<file path="config.mk">
export PLATFORM = sky130hd
export DESIGN_NAME = adjacent_shape_overlap_detector_flat
export DESIGN_NICKNAME = d
export VERILOG_FILES = /design/src/asod_pkg.sv /design/src/asod_if.sv /design/src/adjacent_shape_overlap_detector.sv /design/src/flat_wrapper.sv
export SDC_FILE = /design/constraint.sdc
export NUM_CORES = 2
export LEC_CHECK = 0
export ABC_CLOCK_PERIOD_IN_PS = 19500
export BUFFER_PORTS_ARGS = -buffer_cell sky130_fd_sc_hd__buf_2
export CAP_MARGIN = 20
export CORE_MARGIN = 10
export CORE_UTILIZATION = 50
export DETAILED_ROUTE_END_ITERATION = 10
export GPL_ROUTABILITY_DRIVEN = 1
export PLACE_DENSITY_LB_ADDON = 0.1
export SLEW_MARGIN = 20
export SYNTH_ARGS = -nofsm -noshare
export SYNTH_HDL_FRONTEND = slang
export SYNTH_SLANG_ARGS = --single-unit
</file>
<file path="constraint.sdc">
create_clock -name clk -period 19.5 [get_ports clk]
set_clock_uncertainty 0.2 [all_clocks]
set_input_delay 0.975 -clock clk [delete_from_list [all_inputs] [get_ports clk]]
set_output_delay 0.975 -clock clk [all_outputs]
set_load 0.01 [all_outputs]
</file>
<file path="src/asod_pkg.sv">
// Package: shape kinds, widths and channel payload types for the overlap detector.
`default_nettype none

package asod_pkg;

  localparam int COORD_BITS = 16;
  localparam int IDENT_BITS = 16;
  localparam int SIZE_BITS  = COORD_BITS - 1;

  typedef enum logic [1:0] {
    KIND_CIRCLE = 2'd0,
    KIND_RECT   = 2'd1,
    KIND_TEXT   = 2'd2,
    KIND_LINE   = 2'd3
  } kind_t;

  typedef struct packed {
    logic                         first_shape;
    kind_t                        shape_kind;
    logic [IDENT_BITS-1:0]        shape_ident;
    logic signed [COORD_BITS-1:0] pos_x;
    logic signed [COORD_BITS-1:0] pos_y;
    logic [SIZE_BITS-1:0]         size_a;
    logic [SIZE_BITS-1:0]         size_b;
  } shape_t;

  typedef struct packed {
    logic [IDENT_BITS-1:0] crushed_ident;
    kind_t                 crushed_kind;
  } crush_t;

endpackage

`default_nettype wire

</file>
<file path="src/asod_if.sv">
// Valid/ready channel interfaces for shape input and overlap results.
`default_nettype none

interface asod_shape_if;
  import asod_pkg::*;
  logic   valid;
  logic   ready;
  shape_t data;
  modport source (output valid, output data, input ready);
  modport sink (input valid, input data, output ready);
endinterface

interface asod_crush_if;
  import asod_pkg::*;
  logic   valid;
  logic   ready;
  crush_t data;
  modport source (output valid, output data, input ready);
  modport sink (input valid, input data, output ready);
endinterface

`default_nettype wire

</file>
<file path="src/adjacent_shape_overlap_detector.sv">
// Top level: tests each shape against its predecessor and reports overlaps.
//
// Shapes enter on the shapes channel, one transaction per cycle while shapes.ready is high, and
// each is tested against the shape accepted just before it (circle-circle by squared distance
// against squared radius sum, circle-rectangle in either order by clamping the center into the
// box). An overlap yields one transaction on crushes carrying the earlier shape's ident and kind;
// other pairs, and the first shape of a list, yield nothing. Throughput is one shape per cycle
// unless backpressure holds input; an accepted shape waits in the input register while the
// compare logic (two 17-bit squarers, a 16-bit squarer, an add and a compare) feeds the result
// register, which drives crushes.
// Backpressure on crushes stalls input only once the input register is also occupied.
`default_nettype none

module adjacent_shape_overlap_detector (
  input wire logic    clk,
  input wire logic    rst,
  asod_shape_if.sink   shapes,
  asod_crush_if.source crushes
);
  import asod_pkg::*;

  localparam int DW = COORD_BITS + 2;   // signed differences, exact
  localparam int MW = COORD_BITS + 1;   // magnitude of a difference
  localparam int PW = 2 * MW;           // square of a magnitude
  localparam int RW = 2 * COORD_BITS;   // square of a radius term

  // previous shape, updated on every accepted transaction
  logic   held_valid;
  shape_t held;

  // input register stage
  logic   s1_valid;
  logic   s1_armed;
  shape_t s1_prev;
  shape_t s1_cur;

  // result register
  logic   out_valid;
  crush_t out_data;

  logic stall;
  logic in_fire;

  assign stall   = out_valid && !crushes.ready;
  assign in_fire = shapes.valid && shapes.ready;
  assign shapes.ready = !(s1_valid && stall);

  always_ff @(posedge clk) begin
    if (rst) begin
      held_valid <= 1'b0;
    end else if (in_fire) begin
      held_valid <= 1'b1;
    end
    if (in_fire) begin
      held <= shapes.data;
    end
  end

  always_ff @(posedge clk) begin
    if (rst) begin
      s1_valid <= 1'b0;
      s1_armed <= 1'b0;
    end else if (in_fire) begin
      s1_valid <= 1'b1;
      s1_armed <= held_valid && !shapes.data.first_shape;
    end else if (!stall) begin
      s1_valid <= 1'b0;
      s1_armed <= 1'b0;
    end
    if (in_fire) begin
      s1_prev <= held;
      s1_cur  <= shapes.data;
    end
  end

  // ---- pair test ----
  logic   pair_cc, pair_cr, pair_rc;
  shape_t circ, box;

  assign pair_cc = (s1_prev.shape_kind == KIND_CIRCLE) && (s1_cur.shape_kind == KIND_CIRCLE);
  assign pair_cr = (s1_prev.shape_kind == KIND_CIRCLE) && (s1_cur.shape_kind == KIND_RECT);
  assign pair_rc = (s1_prev.shape_kind == KIND_RECT) && (s1_cur.shape_kind == KIND_CIRCLE);

  assign circ = pair_rc ? s1_cur : s1_prev;
  assign box  = pair_rc ? s1_prev : s1_cur;

  logic signed [DW-1:0] cx, cy, bx, by, bw, bh;
  logic signed [DW-1:0] lo_x, lo_y, hi_x, hi_y, dx, dy;
  logic [MW-1:0]        mag_x, mag_y;
  logic [COORD_BITS-1:0] rad;
  logic [PW-1:0]        sq_x, sq_y;
  logic [PW:0]          dist_sq;
  logic [RW-1:0]        rsq;
  logic                 hit;

  assign cx = {{(DW-COORD_BITS){circ.pos_x[COORD_BITS-1]}}, circ.pos_x};
  assign cy = {{(DW-COORD_BITS){circ.pos_y[COORD_BITS-1]}}, circ.pos_y};
  assign bx = {{(DW-COORD_BITS){box.pos_x[COORD_BITS-1]}}, box.pos_x};
  assign by = {{(DW-COORD_BITS){box.pos_y[COORD_BITS-1]}}, box.pos_y};
  assign bw = {{(DW-SIZE_BITS){1'b0}}, box.size_a};
  assign bh = {{(DW-SIZE_BITS){1'b0}}, box.size_b};

  // distance from center to near edge; for two circles the plain center difference
  assign lo_x = cx - bx;
  assign lo_y = cy - by;
  assign hi_x = lo_x - bw;
  assign hi_y = lo_y - bh;

  always_comb begin
    if (pair_cc || lo_x < 0) begin
      dx = lo_x;
    end else if (hi_x > 0) begin
      dx = hi_x;
    end else begin
      dx = '0;
    end
    if (pair_cc || lo_y < 0) begin
      dy = lo_y;
    end else if (hi_y > 0) begin
      dy = hi_y;
    end else begin
      dy = '0;
    end
  end

  always_comb begin
    logic signed [DW-1:0] ax, ay;
    ax = (dx < 0) ? -dx : dx;
    ay = (dy < 0) ? -dy : dy;
    mag_x = ax[MW-1:0];
    mag_y = ay[MW-1:0];
  end

  assign rad = pair_cc ? ({1'b0, circ.size_a} + {1'b0, box.size_a})
                       : {1'b0, circ.size_a};

  assign sq_x    = mag_x * mag_x;
  assign sq_y    = mag_y * mag_y;
  assign rsq     = rad * rad;
  assign dist_sq = {1'b0, sq_x} + {1'b0, sq_y};
  assign hit     = s1_armed && (pair_cc || pair_cr || pair_rc)
                && (dist_sq <= {{(PW+1-RW){1'b0}}, rsq});

  always_ff @(posedge clk) begin
    if (rst) begin
      out_valid <= 1'b0;
    end else if (!stall) begin
      out_valid <= s1_valid && hit;
    end
    if (!stall && s1_valid && hit) begin
      out_data.crushed_ident <= s1_prev.shape_ident;
      out_data.crushed_kind  <= s1_prev.shape_kind;
    end
  end

  assign crushes.valid = out_valid;
  assign crushes.data  = out_data;

  // ---- checks ----
  a_kind_ok: assert property (@(posedge clk) disable iff (rst)
    out_valid |-> (out_data.crushed_kind == KIND_CIRCLE || out_data.crushed_kind == KIND_RECT))
    else $error("result kind is neither circle nor rectangle");

  a_first_disarms: assert property (@(posedge clk) disable iff (rst)
    (in_fire && shapes.data.first_shape) |=> (s1_valid && !s1_armed))
    else $error("first shape of a list was compared");

  a_held_set: assert property (@(posedge clk) disable iff (rst)
    in_fire |=> held_valid)
    else $error("previous shape not kept after transaction");

  a_result_source: assert property (@(posedge clk) disable iff (rst)
    $rose(out_valid) |-> $past(s1_valid && s1_armed))
    else $error("result without a compared shape pair");

  a_no_overrun: assert property (@(posedge clk) disable iff (rst)
    (s1_valid && stall) |=> (s1_valid && $stable(s1_cur)))
    else $error("input stage overwritten during stall");

endmodule

`default_nettype wire

</file>
<file path="src/flat_wrapper.sv">
// flat-port wrapper written by rule: the top's interface ports become plain ports
module adjacent_shape_overlap_detector_flat import asod_pkg::*;
  (clk, rst, shapes_valid, shapes_data, shapes_ready, crushes_valid, crushes_data, crushes_ready);
  asod_shape_if shapes_i ();
  asod_crush_if crushes_i ();
  input wire logic clk;
  input wire logic rst;
  input wire logic [$bits(shapes_i.valid)-1:0] shapes_valid;
  input wire logic [$bits(shapes_i.data)-1:0] shapes_data;
  output wire logic [$bits(shapes_i.ready)-1:0] shapes_ready;
  output wire logic [$bits(crushes_i.valid)-1:0] crushes_valid;
  output wire logic [$bits(crushes_i.data)-1:0] crushes_data;
  input wire logic [$bits(crushes_i.ready)-1:0] crushes_ready;
  assign shapes_i.valid = shapes_valid;
  assign shapes_i.data = shapes_data;
  assign shapes_ready = shapes_i.ready;
  assign crushes_valid = crushes_i.valid;
  assign crushes_data = crushes_i.data;
  assign crushes_i.ready = crushes_ready;
  adjacent_shape_overlap_detector u_core (.clk(clk), .rst(rst), .shapes(shapes_i), .crushes(crushes_i));
endmodule
</file>
==> run_results.csv <==
group,metric,value,unit
timing,post-route-period-util,91.8,%
timing,rsz0062_at_grt,"no",
place,dpl.hpwl,72.3,mm
timing,fmax,55.9,MHz
job,maxCapViolations,0,
place,gp_congestion,0.923,
drt,routedWlPerCell,17.2,um
die,core_area,71900,um2
synthesis,yosysUniqueCellTypes,101,
clock_network,holdBufCountCts,0,
timing,relSlewSlack,28.9,%
synthesis,yosys.area_share.adder,46.4,%
hold_path,hold_start,"u_core.s1_prev[76]$_DFFE_PP_",
critical_path,slowest_stage,"buf_4",
global_routing,grt-ovfl-total,0,
critical_path,cp.arrival,17.84,ns
global_routing,grt_max_degree,106,
critical_path,critPathMaxStageDelay,0.66,ns
global_routing,grt_pass1_vias,28000,
run_status,outcome,"completed",
drt,drc,0,
synthesis,synth.mux.area_fraction,1.75,%
clock_network,cts_setup_buffers,0,
finish,n_antenna_cell,0,
critical_path,path_max_fanout,52,
timing,period_minus_slack,17.90,ns
clock_network,cts_root_buf,"clkbuf_16",
clock_network,clk_pin_slew_worst_paths,0.08,ns
synthesis,synth_xor_area_share,4.03,%
synthesis,synth.yosys.warnings,0,
timing,whs,0.223,ns
hold_path,hold_path_class,"register to register",
finish,drive_gt1_share,6.75,%
timing,tns,0,ns
drt,viasPerCell,5.30,
drt,drt_iter0_markers,1643,
synthesis,synth_flop_cell,"edfxtp_1",
synthesis,synthesis.area,36400,um2
die,die_y,290,um
finish,final_cell_area,38800,um2
drt,via_count,26219,
synthesis,synth_area_leaders,"fa_1, edfxtp_1, ha_1, inv_1, nor2_1",
clock_network,cts.sinks,182,
synthesis,synth_area_leader_cell,"fa_1",
timing,finalMaxSlewViolations,0,
critical_path,cp-startpoint,"u_core.s1_prev[79]$_DFFE_PP_",
critical_path,regToRegSetupSlack,1.60,ns
synthesis,synth.avg_cell_area,9.35,um2
critical_path,worst_path_most_repeated_cell,"fa_1",
timing,finalSetupViolations,0,
critical_path,worstPathRequired,19.44,ns
synthesis,synth_nets,4960,
global_routing,grt_pass1_wl,142,mm
die,rows,98,
drt,dr.pass1.iters,5,
finish,area_delta_synth_final,6.67,%
global_routing,antenna_found_initial,1,
finish,seqCellArea,5430,um2
place,place_area,38200,um2
synthesis,synth-async-reset-ratio,0,%
drt,ant_nets,0,
synthesis,synth-simple-area-share,12.9,%
finish,final_nets,5053,
clock_network,ctsResizeCount,0,
clock_network,clk_latency,0.45,ns
die,die_area,84000,um2
synthesis,synth_seq_cells,182,
clock_network,htree_levels,4,
critical_path,worstSetupStartpointType,"register",
timing,worst_pin_slew,1.06,ns
synthesis,synth-seq-area-share,14.9,%
clock_network,cts_tree,"yes",
synthesis,synth_most_common_cell,"inv_1",
global_routing,gr-usage-all-layers,21.2,%
synthesis,synth_compound_area_share,9.79,%
finish,fillers,6718,
global_routing,grt_use_met1,27.9,%
synthesis,synth_top_family_by_area,"adder cells",
global_routing,globalRouteMet3Util,1.94,%
synthesis,synth_top_area_share,33.7,%
die,io_pins,105,
die,die_w,290,um
critical_path,cp-end-kind,"register",
synthesis,ys_top_cells_by_count,"inv_1, fa_1, nor2_1, ha_1, nand2_1",
timing,hold_violations,0,
synthesis,syn_inst,3892,
critical_path,rr_startpoint,"u_core.s1_prev[79]$_DFFE_PP_",
drt,drt_wl_total,85.1,mm
clock_network,ctsLongestPathBuffers,2,
global_routing,gr-usage-met2,37.2,%
global_routing,grt.busiest_layer,"met2",
synthesis,synth_edf_count,178,
die,start_util,50.6,%
finish,multi_input_area,27300,um2
clock_network,cts-buffers-inserted,17,
critical_path,worstSetupPathType,"register to register",
place,portBuffers,104,
## through the flow
stage | setup slack (ns) | utilization (%) | instances
2_1_floorplan | 2.76 | - | 3892
4_1_cts | 1.06 | 54.0 | 4947
3_5_place_dp | 1.21 | 53.1 | 4915
5_1_grt | 0.0156 | 54.0 | 4948
3_3_place_gp | 1.53 | 53.1 | 4915
6_report | 1.60 | 54.0 | 4948
## cells by family after synthesis
group | after synthesis
multiplexers | 60
adder cells (fa/ha/maj) | 983
buffers and inverters | 978
other | 1
AO/OA/AOI/OAI | 510
AND/OR/NAND/NOR | 1013
XOR/XNOR | 165
flip-flops | 182
## flip-flops by register name, summed over array words and instances, names as in the netlist
register / flops
u_core.held_valid: 1
u_core.s1_cur: 80
u_core.crushes.valid: 1
u_core.s1_armed: 1
u_core.crushes.data: 18
u_core.s1_valid: 1
u_core.s1_prev: 80
## critical path: cells and delay by family (launching register included)
family / cells / cell delay (ns)
compound gates: 23 / 5.44
fa+ha+maj: 12 / 5.06
simple gates: 14 / 2.94
buf+inv: 12 / 2.31
xor+xnor: 3 / 0.63
flops: 1 / 0.49
mux: 1 / 0.46
## final timing paths
check / to / cells after the start
max: u_core.crushes.data[4]$_DFFE_PP_ / 65
min: u_core.crushes.data[16]$_DFFE_PP_ / 0
max reg2reg: u_core.crushes.data[4]$_DFFE_PP_ / 65
min reg2reg: u_core.crushes.data[16]$_DFFE_PP_ / 0
## placed cells by master (no fill, tap or decap), types with 50 or more instances in the layout
cell	netlist	final
inv_1	875	874
fa_1	613	613
nor2_1	392	392
ha_1	370	370
nand2_1	281	281
edfxtp_1	178	178
a21oi_1	107	106
buf_2	18	105
xnor2_1	101	101
o21ai_0	89	88
nand2b_1	79	79
nor2b_1	65	65
xor2_1	62	61
buf_4	2	54
mux2i_1	50	50
## area by class of cell
cell class,instances,area share [%]
flip-flops and latches,182,14.0
repair buffers,159,2.40
well taps,950,3.06
multi-input cells,2732,70.3
clock buffers,17,1.10
clock inverters,15,0.529
inverters,893,8.65
## per-layer routing
| layer | wire length, um | up-vias |
|---|---|---|
| li1 | - | 12531 |
| met1 | 37300 | 13079 |
| met2 | 42800 | 512 |
| met3 | 2950 | 97 |
| met4 | 2050 | 0 |
| met5 | 0 | - |
Power is left out: the tool's default activity adds up to more than one toggle a clock period on the data nets, which glitch-free logic cannot reach.
